### src/rtl/indexed_list_insert_delete_assert.svh
// ---------------------------------------------------------------------------
// Indexed list assertion macros
// Concurrent assertion shorthands for the indexed list store. Each macro
// expects a clock named clk and an active-high reset named rst in scope.
// ---------------------------------------------------------------------------
`ifndef INDEXED_LIST_INSERT_DELETE_ASSERT_SVH
`define INDEXED_LIST_INSERT_DELETE_ASSERT_SVH

// Same-cycle implication, disabled during reset.
`define ILIST_ASSERT_NOW(lbl, ante, cons) \
  lbl: assert property (@(posedge clk) disable iff (rst) (ante) |-> (cons)) \
    else $error("indexed list: assertion failed");

// Next-cycle implication, disabled during reset.
`define ILIST_ASSERT_NEXT(lbl, ante, cons) \
  lbl: assert property (@(posedge clk) disable iff (rst) (ante) |=> (cons)) \
    else $error("indexed list: assertion failed");

`endif

### src/rtl/ilist_pkg.sv
// ---------------------------------------------------------------------------
// Indexed list package
// Sizes, codes and shared types of the indexed list store.
// ---------------------------------------------------------------------------
package ilist_pkg;

  localparam int CAPACITY = 16;
  localparam int IDX_W    = (CAPACITY > 1) ? $clog2(CAPACITY) : 1;
  localparam int CNT_W    = $clog2(CAPACITY + 1);
  localparam int POS_W    = 5;
  localparam int CMP_W    = (CNT_W > POS_W) ? CNT_W : POS_W;
  localparam int WORD_W   = 32;

  typedef logic [WORD_W-1:0] word_t;
  typedef logic [CNT_W-1:0]  count_t;
  typedef logic [CMP_W-1:0]  cmp_t;

  typedef enum logic [2:0] {
    CMD_READ     = 3'd0,
    CMD_INS_POS  = 3'd1,
    CMD_INS_HEAD = 3'd2,
    CMD_INS_TAIL = 3'd3,
    CMD_REMOVE   = 3'd4
  } cmd_t;

  typedef enum logic [1:0] {
    ST_DONE  = 2'd0,
    ST_RANGE = 2'd1,
    ST_FULL  = 2'd2
  } status_t;

  typedef enum logic [1:0] {
    OP_HOLD   = 2'd0,
    OP_INSERT = 2'd1,
    OP_REMOVE = 2'd2
  } cell_op_t;

  typedef enum logic {
    FSM_IDLE = 1'b0,
    FSM_EXEC = 1'b1
  } fsm_t;

  // Broadcast to every cell of the row.
  typedef struct packed {
    cell_op_t op;
    cmp_t     pos;
    word_t    wr_value;
  } cell_ctrl_t;

  // Outcome of one request, from the decoder to the top level.
  typedef struct packed {
    status_t status;
    count_t  count_next;
    logic    is_read;
    logic    read_hit;
  } req_res_t;

endpackage

### src/rtl/ilist_cell.sv
// ---------------------------------------------------------------------------
// Indexed list cell
// One entry of the list. Takes its lower or upper neighbour's word on a
// shift, the new word at the insert point, and otherwise holds.
// ---------------------------------------------------------------------------
module ilist_cell (
  input  logic                clk,
  input  ilist_pkg::cell_ctrl_t ctrl,
  input  ilist_pkg::cmp_t     index,
  input  ilist_pkg::word_t    left,
  input  ilist_pkg::word_t    right,
  output ilist_pkg::word_t    value
);
  import ilist_pkg::*;

  word_t value_next;

  always_comb begin
    value_next = value;
    case (ctrl.op)
      OP_INSERT: begin
        if (index == ctrl.pos) begin
          value_next = ctrl.wr_value;
        end else if (index > ctrl.pos) begin
          value_next = left;
        end
      end
      OP_REMOVE: begin
        if (index >= ctrl.pos) begin
          value_next = right;
        end
      end
      default: value_next = value;
    endcase
  end

  always_ff @(posedge clk) begin
    value <= value_next;
  end

endmodule

### src/rtl/ilist_ctrl.sv
// ---------------------------------------------------------------------------
// Indexed list request decoder
// Checks a request against the entry count and drives the cell row.
// ---------------------------------------------------------------------------
module ilist_ctrl (
  input  logic                  exec,
  input  logic [2:0]            command,
  input  logic [4:0]            position,
  input  ilist_pkg::word_t      new_value,
  input  ilist_pkg::count_t     count,
  output ilist_pkg::cell_ctrl_t ctrl,
  output ilist_pkg::req_res_t   res
);
  import ilist_pkg::*;

  cmp_t pos_ext;
  cmp_t cnt_ext;
  cmp_t cap_ext;

  assign pos_ext = CMP_W'(position);
  assign cnt_ext = CMP_W'(count);
  assign cap_ext = CMP_W'(CAPACITY);

  always_comb begin
    ctrl.op       = OP_HOLD;
    ctrl.pos      = pos_ext;
    ctrl.wr_value = new_value;
    res.status     = ST_DONE;
    res.count_next = count;
    res.is_read    = 1'b0;
    res.read_hit   = 1'b0;
    unique case (cmd_t'(command)) inside
      CMD_READ: begin
        res.is_read = 1'b1;
        if (pos_ext >= cnt_ext) begin
          res.status = ST_RANGE;
        end else begin
          res.read_hit = 1'b1;
        end
      end
      CMD_INS_POS, CMD_INS_HEAD, CMD_INS_TAIL: begin
        if (cmd_t'(command) == CMD_INS_HEAD) begin
          ctrl.pos = '0;
        end else if (cmd_t'(command) == CMD_INS_TAIL) begin
          ctrl.pos = cnt_ext;
        end
        if (ctrl.pos > cnt_ext) begin
          res.status = ST_RANGE;
        end else if (cnt_ext >= cap_ext) begin
          res.status = ST_FULL;
        end else begin
          ctrl.op        = exec ? OP_INSERT : OP_HOLD;
          res.count_next = count + CNT_W'(1);
        end
      end
      CMD_REMOVE: begin
        if (pos_ext >= cnt_ext) begin
          res.status = ST_RANGE;
        end else begin
          ctrl.op        = exec ? OP_REMOVE : OP_HOLD;
          res.count_next = count - CNT_W'(1);
        end
      end
      default: begin
        // unknown codes: ignore
      end
    endcase
  end

endmodule

### src/rtl/indexed_list_insert_delete.sv
// ---------------------------------------------------------------------------
// Indexed list store
// Ordered list of up to CAPACITY signed 32-bit words held in a row of
// cells; read, insert (at a position, head or tail) and remove by position.
// ---------------------------------------------------------------------------
//
//  channel   handshake        payload
//  --------  ---------------  ----------------------------------------
//  request   start / busy     command, position, new_value
//  result    done (strobe)    read_value, status, entry_count
//
//  A request transfers on a clock edge with start high and busy low.
//  Each request is first captured, then executed: in the execute state the
//  cell row shifts and the result is registered; done is high in the
//  cycle after that, which may overlap the next request's capture.
//  Reset clears the entry count and the control state; entries are left
//  undefined and are never read until written. The result cannot stall.
//
module indexed_list_insert_delete (
  input  logic               clk,
  input  logic               rst,
  input  logic               start,
  output logic               busy,
  input  logic [2:0]         command,
  input  logic [4:0]         position,
  input  logic signed [31:0] new_value,
  output logic               done,
  output logic signed [31:0] read_value,
  output logic [1:0]         status,
  output logic [4:0]         entry_count
);
  import ilist_pkg::*;

  fsm_t       state;
  fsm_t       state_next;
  logic       accept;

  // captured request
  logic [2:0] cmd_q;
  logic [4:0] pos_q;
  word_t      val_q;

  count_t     count;
  cell_ctrl_t ctrl;
  req_res_t   res;
  cmp_t       cnt_ext;

  word_t      cell_val [CAPACITY];
  word_t      rd_word;

  // Request handshake and sequencing: capture, then execute.
  always_comb begin
    state_next = state;
    busy       = 1'b0;
    unique case (state)
      FSM_IDLE: begin
        if (start) begin
          state_next = FSM_EXEC;
        end
      end
      FSM_EXEC: begin
        busy       = 1'b1;
        state_next = FSM_IDLE;
      end
      default: state_next = FSM_IDLE;
    endcase
  end

  assign accept = start && !busy;

  always_ff @(posedge clk) begin
    if (rst) begin
      state <= FSM_IDLE;
    end else begin
      state <= state_next;
    end
  end

  // Hold the request for the execute cycle.
  always_ff @(posedge clk) begin
    if (accept) begin
      cmd_q <= command;
      pos_q <= position;
      val_q <= word_t'(new_value);
    end
  end

  ilist_ctrl u_ctrl (
    .exec      (state == FSM_EXEC),
    .command   (cmd_q),
    .position  (pos_q),
    .new_value (val_q),
    .count     (count),
    .ctrl      (ctrl),
    .res       (res)
  );

  // Row of cells; each passes its word up on insert and down on remove.
  // The ends take words that are never kept inside the list.
  for (genvar g = 0; g < CAPACITY; g++) begin : g_cell
    ilist_cell u_cell (
      .clk   (clk),
      .ctrl  (ctrl),
      .index (CMP_W'(g)),
      .left  ((g == 0) ? ctrl.wr_value : cell_val[(g == 0) ? 0 : g - 1]),
      .right ((g == CAPACITY - 1) ? cell_val[g]
                                  : cell_val[(g == CAPACITY - 1) ? g : g + 1]),
      .value (cell_val[g])
    );
  end

  // Read selection; only used when the position is within the count.
  assign rd_word = cell_val[IDX_W'(pos_q)];

  // Advance the count on the execute cycle.
  always_ff @(posedge clk) begin
    if (rst) begin
      count <= '0;
    end else if (state == FSM_EXEC) begin
      count <= res.count_next;
    end
  end

  assign cnt_ext = CMP_W'(res.count_next);

  // Register the result; done strobes for one cycle.
  always_ff @(posedge clk) begin
    if (rst) begin
      done <= 1'b0;
    end else begin
      done <= (state == FSM_EXEC);
    end
  end

  always_ff @(posedge clk) begin
    if (state == FSM_EXEC) begin
      status      <= res.status;
      entry_count <= cnt_ext[4:0];
      if (!res.is_read) begin
        read_value <= '0;
      end else if (res.read_hit) begin
        read_value <= $signed(rd_word);
      end else begin
        read_value <= -32'sd1;
      end
    end
  end

  `include "indexed_list_insert_delete_assert.svh"

  `ILIST_ASSERT_NOW(a_count_bound, 1'b1, CMP_W'(count) <= CMP_W'(CAPACITY))
  `ILIST_ASSERT_NEXT(a_accept_busy, accept, busy && !done)
  `ILIST_ASSERT_NOW(a_done_after_exec, done, $past(busy))
  `ILIST_ASSERT_NOW(a_full_count, done && (status == ST_FULL),
                    count == CNT_W'(CAPACITY))
  `ILIST_ASSERT_NEXT(a_idle_count, state == FSM_IDLE, $stable(count))

endmodule
### config.mk
export PLATFORM = sky130hd
export DESIGN_NAME = indexed_list_insert_delete
export DESIGN_NICKNAME = d
export VERILOG_FILES = /design/src/rtl/ilist_pkg.sv /design/src/rtl/ilist_cell.sv /design/src/rtl/ilist_ctrl.sv /design/src/rtl/indexed_list_insert_delete.sv
export VERILOG_INCLUDE_DIRS = /design/src /design/src/rtl
export SDC_FILE = /design/constraint.sdc
export NUM_CORES = 1
export LEC_CHECK = 0
export ABC_AREA = 0
export BUFFER_PORTS_ARGS = -buffer_cell sky130_fd_sc_hd__buf_2
export CAP_MARGIN = 20
export CORE_UTILIZATION = 56
export DETAILED_ROUTE_END_ITERATION = 6
export PLACE_DENSITY = 0.73
export SYNTH_ARGS = -nofsm -noshare
export SYNTH_HDL_FRONTEND = slang
export SYNTH_SLANG_ARGS = --single-unit
### constraint.sdc
create_clock -name clk -period 24.8 [get_ports clk]
set_clock_uncertainty 0.2 [all_clocks]
set_input_delay 3.72 -clock clk [delete_from_list [all_inputs] [get_ports clk]]
set_output_delay 3.72 -clock clk [all_outputs]
set_load 0.05 [all_outputs]
==> Word-level counts from Yosys, hierarchy flattened <==
Index checks and enable logic that the tools add are counted.
{ "op_classes": {"n_addsub": 2, "n_mul": 0, "div": 0, "magnitude_cmp": 35, "n_eq_ne": 51, "n_shift": 0, "n_mux": 89, "bitwise_logic": 2, "n_reduce_logical": 24} }
{ "op_table": {"columns": ["op", "n"], "rows": [
  ["$mux W32", 50],
  ["$pmux W32 S2", 15],
  ["$bmux W32 S4", 1],
  ["$ne A3 B1 Y1 const B", 15],
  ["$reduce_and A3 Y1", 15],
  ["$eq A4 B5 Y1 const A", 8],
  ["$gt A4 B5 Y1 const A", 8],
  ["$ge A4 B5 Y1 const A", 7],
  ["$mux W5", 7],
  ["$ne A2 B1 Y1 const B", 15],
  ["$eq A3 B5 Y1 const A", 4],
  ["$ge A3 B5 Y1 const A", 4],
  ["$gt A3 B5 Y1 const A", 4],
  ["$mux W2", 7],
  ["$eq A2 B5 Y1 const A", 2],
  ["$ge A1 B5 Y1 const A", 2],
  ["$ge A2 B5 Y1 const A", 2],
  ["$ge A5 B5 Y1 const B", 2],
  ["$gt A1 B5 Y1 const A", 2],
  ["$gt A2 B5 Y1 const A", 2],
  ["$pmux W5 S2", 1],
  ["$pmux W2 S2", 2],
  ["$eq A3 B2 Y1 const B", 2],
  ["$add A5 B1 Y5 const B", 1],
  ["other kinds (20)", 25]
]} }
{ "totals": {"reg_bits": 598, "latch_bits": 0, "ram_bits": 0, "romBits": 0, "input_bits": 43, "out_inout_bits": 41, "wordCells": 228, "memories": 0} }

==> Depth between registers and ports, before layout <==
{ "logic_depth": {"word_depth": 10, "mapped_depth": 20, "ltp_nobuf": 17} }

==> Modules after synthesis <==
Synthesis repeated with hierarchy kept, for this count alone.
{ "unflattened": {"cells_unflattened": 3892, "hier_area_um2": 40219.8} }
{ "by_module_without_submodules": {"columns": ["mod", "n_inst", "cells_each", "area_per_inst_um2", "seq_area_each_um2"], "rows": [
  ["ilist_cell", 16, 207, 2035.7, 960.9],
  ["indexed_list_insert_delete", 1, 451, 6759.0, 2512.4],
  ["ilist_ctrl", 1, 129, 889.6, 0.0]
]} }

==> Worst setup path after synthesis <==
OpenSTA, ideal clock, no wires.
{ "synth_timing": {"kind": "reg-to-reg", "startpoint": "register pos_q[0]", "endpoint": "register g_cell[0].u_cell.value[0] (enable)", "setup_time_ps": 470, "t_arrival_ps": 7264, "required_ps": 24130, "path_slack_ps": 16865, "path_stages_with_launch": 18, "path_buffers": 5, "synth_period_minus_slack_ps": 7935, "path_cell_list": "edfxtp_1 clkbuf_1 buf_2 buf_2 buf_1 inv_1 ha_1 nand2b_1 a31oi_1 nor2_1 nor2_1 nand2_1 ha_1 buf_1 inv_1 o21ai_0 a21oi_1 a21boi_0"} }
{ "synth_via": {"elab_chain_len": 9, "word_cells_on_any_way": 18, "classes_between": "order compare: 4; eq/ne: 4; mux: 7; reduce/logical: 3"} }
{ "synth_rtl": {"columns": ["element", "line_no", "source"], "rows": [
  ["start: declaration", "indexed_list_insert_delete.sv:40", "logic [4:0] pos_q;"],
  ["start signal: assignment", "indexed_list_insert_delete.sv:83", "pos_q <= position;"],
  ["$mux W5", "ilist_ctrl.sv:44", "end else if (cmd_t'(command) == CMD_INS_TAIL) begin"],
  ["$mux W5", "ilist_ctrl.sv:42", "if (cmd_t'(command) == CMD_INS_HEAD) begin"],
  ["$mux W5", "ilist_ctrl.sv:32", "unique case (cmd_t'(command)) inside"],
  ["$gt A5 B5 Y1", "ilist_ctrl.sv:47", "if (ctrl.pos > cnt_ext) begin"],
  ["$mux W2", "ilist_ctrl.sv:47", null],
  ["$pmux W2 S2", "ilist_ctrl.sv:32", null],
  ["$eq A2 B1 Y1 or $eq A2 B2 Y1 (tied branches)", "ilist_cell.sv:20", "case (ctrl.op)"],
  ["$ne A3 B1 Y1 (no source line) (tied with other cells)", null, null],
  ["$reduce_and A3 Y1 (no source line) (*)", null, null],
  ["end signal: assignment", "ilist_cell.sv:38", "value <= value_next;"],
  ["end: declaration", "ilist_cell.sv:12", "output ilist_pkg::word_t value"]
]} }
Every way passes the cells marked *; elsewhere a longest branch is shown, timed or not. The select of a mux whose other input is x is not followed.
A chain may end at the register's enable or synchronous reset.

==> Worst setup path in the final report <==
{ "layout_timing": {"startpoint": "register pos_q[0]", "endpoint": "register g_cell[14].u_cell.value[27] (enable)"} }
{ "layout_via": {"elab_chain_len": 9, "word_cells_on_any_way": 18, "classes_between": "order compare: 4; eq/ne: 5; mux: 7; reduce/logical: 2"} }
{ "layout_rtl": {"columns": ["element", "line_no"], "rows": [
  ["$mux W5", "ilist_ctrl.sv:44"],
  ["$mux W5", "ilist_ctrl.sv:42"],
  ["$mux W5", "ilist_ctrl.sv:32"],
  ["$gt A5 B5 Y1", "ilist_ctrl.sv:47"],
  ["$mux W2", "ilist_ctrl.sv:47"],
  ["$pmux W2 S2", "ilist_ctrl.sv:32"],
  ["$eq A2 B1 Y1 or $eq A2 B2 Y1 (tied branches)", "ilist_cell.sv:20"],
  ["$ne A3 B1 Y1 (no source line) (tied with other cells)", null],
  ["$reduce_and A3 Y1 (no source line) (*)", null],
  ["end signal: assignment", "ilist_cell.sv:38"],
  ["end: declaration", "ilist_cell.sv:12"]
]} }
Marked as above.

==> reports/qor.csv <==
metric,value,unit
r2r.worst_path.cells,16,
syn_area_per_cell,12.8,sq um
clkLatencyLatePin,0.61,ns
r2r-start,pos_q[0],
final_nets,2618,
reg2reg_to,g_cell[14].u_cell.value[27],
setup-tns-final,0,ns
ys_seq_elements,598,
cts_buffer_depth,3,
routed_wl,92600,um
syn2layout_area_growth,8.17,%
cts_sinks,598,
finalSetupViolCount,0,
synth_edf_count,591,
grt_pass1_vias,22000,
yosys_warnings,0,
grt_pass1_wl,140000,um
worstPathMaxFanout,110,
min_path_type,reg -> reg,
synthDistinctLibCells,55,
ys_seq_area_frac,0.538,
hold_viol,0,
grt_max_degree,265,
dp_hpwl,51000,um
maxCapViolCount,0,
cts_buffers,66,
synth_fp_nets,2656,
grt.overflow.total,0,
ctsResizeCount,0,
crit_path_end_kind,flop,
synthCells,2601,
synthAdderAreaFrac,0.00451,
num_antenna_cells,0,
irDropWorstVdd,0.0000806,V
wl_per_cell,27.4,um
cp_slowest_cell,buf_4,
yosys.area.top_type,edfxtp_1,
violations,DRC,
rsz0062_at_grt,no,
hold_ws,0.343,ns
die_w,246,um
cp_cell_sequence,buf_4 > buf_4 > inv_1 > ha_1 > nand2b_1 > a31oi_1 > nor2_1 > nor2_1 > nand2_1 > inv_1 > ha_4 > buf_4 > nor2_1 > a211oi_1 > a21oi_4 > buf_4,
cp.required,24.90,ns
drive_gt1_frac,0.184,
holdPathEnd,g_cell[14].u_cell.value[0],
die_area,0.0604,sq mm
p_leak,11.9,nW
drt_iter0_drc,2930,
start_kind,flop,
fillers,4373,
worst_path_most_repeated_cell,buf_4,
core_area,0.0581,sq mm
worst-path-buf-inv,6,
crit_type,reg -> reg,
die_y,246,um
post_cts_buffers,0,
io_buffers,83,
period_minus_slack,7.20,ns
holdCritStartpoint,g_cell[15].u_cell.value[0],
synth_top_area_frac,0.534,
drt_pass1_iterations,7,
crit_arrival,7.30,ns
drtAntennaViolNets,0,
place.gp.congestion,0.869,
crit_family,buffers and inverters,
synthArstFlopShare,0,
cts_tree,yes,
synthSimpleGateAreaFrac,0.0674,
ios,84,
vias,22600,
synth.area.mux_share,0.266,
powerDensity,64.2,mW/mm^2
clk_pin_slew_worst_paths,0.06,ns
cts_hold_buf,0,
synth_xor_area_frac,0.000790,
synth-compound-area-share,0.0848,
p_total,2.31,mW
synth_ff_type,edfxtp_1,
drt-vias-per-instance,6.70,
min_path_cells,2,
min_period_over_period,0.291,
placed_area,0.0340,sq mm
yosys-top-cells-area,"edfxtp_1, mux2i_1, mux4_2",
slew_violations,0,
worst_slew_pin_slew,1.12,ns
final_area,0.0360,sq mm
relSlewSlack,0.254,
syn_area,0.0333,sq mm
drcViolationCount,5,
synth_top_family_by_area,multiplexers,
grt_usage,0.310,
start_util,0.572,
cpPeakStageDelay,0.86,ns
outcome,"complete, but fails checks",
rrSetupSlack,17.60,ns
fmax,0.139,GHz
cts_max_level,3,
fp-row-count,88,
antenna_found_initial,0,
ctsRootBufferMaster,clkbuf_16,
## placed cells by master, fill, tap and decap left out, types with 33 or more instances in the layout
cell | synthesis | final
buf_2 | 64 | 83
buf_4 | 8 | 39
clkbuf_16 | 0 | 69
edfxtp_1 | 591 | 591
mux2_2 | 66 | 66
mux2i_1 | 450 | 450
mux4_2 | 160 | 160
nand2_1 | 465 | 461
o21a_1 | 33 | 33
o21ai_0 | 208 | 208
o21ai_1 | 247 | 246
## sequential cells by signal (all words and copies together) (netlist names)
name and count:
state 1, pos_q 5, count 5, status 2
cmd_q 3, done 1, g_cell.u_cell.value 512, read_value 32
entry_count 5, val_q 32
## cells by family after synthesis
family                     after synthesis
AOI/OAI and AO/OA                      527
xor gates and xnor gates                 3
adders and majority gates               12
buffers and inverters                  249
DFF                                    598
muxes                                  677
and+or+nand+nor                        535
## routing by layer
metal,share of wire,track usage,vias up
met3,0.10,0.0537,186
met4,0.030,0.105,0
li1,-,-,9785
met5,0,0,-
met2,0.46,0.477,1315
met1,0.41,0.447,11300
## layout make-up
type                            instances  area (sq um)  area share
Multi-Input combinational cell       1754         14300       0.397
Tap cell                              765           957      0.0266
Sequential cell                       598         17900       0.497
Inverter                               19          71.3     0.00198
Clock buffer                           91          1820      0.0506
Timing Repair Buffer                  124           748      0.0208
Clock inverter                         27           201     0.00560
## synth_stat cells, types with 6 or more instances
cell type	count
dfxtp_1	7
mux2_2	66
buf_8	12
o21a_1	33
buf_1	11
nor2_1	23
buf_4	8
nand3_1	6
nor2_8	7
clkbuf_1	123
a21oi_1	13
edfxtp_1	591
nand2_1	465
o21ai_0	208
o21ai_1	247
ha_1	12
buf_2	64
mux4_2	160
buf_6	12
mux2i_1	450
inv_1	19
## report_power, final
group	internal, mW	switching [mW]
Sequential	1.14	0.0307
Clock	0.544	0.404
Combinational	0.0766	0.116
Total	1.76	0.551
## worst max-delay path by stage
stage / start / endpoint / slack (ns) / cells after the start
floorplan: pos_q[0] / g_cell[0].u_cell.value[0] / 16.87 / 17
global placement: pos_q[0] / g_cell[14].u_cell.value[23] / 17.64 / 16
detailed placement: pos_q[0] / g_cell[14].u_cell.value[23] / 17.60 / 16
CTS: pos_q[0] / g_cell[14].u_cell.value[27] / 17.59 / 16
global route: pos_q[0] / g_cell[14].u_cell.value[26] / 17.08 / 16
finish: pos_q[0] / g_cell[14].u_cell.value[27] / 17.60 / 16
## metrics by stage
stage          cells  setup WS (ns)   util
3_5_place_dp    3260          17.60  0.584
2_1_floorplan   2601          16.87      -
6_report        3378          17.60  0.619
4_1_cts         3378          17.59  0.619
5_1_grt         3378          17.08  0.619
3_3_place_gp    3260          17.64  0.584
## worst min-delay path, stage by stage, from the launching register on
cell,delay (ns)
edfxtp_1,0.34
nand2_1,0.06
o21ai_0,0.06
(Power assumes the default switching activity.)
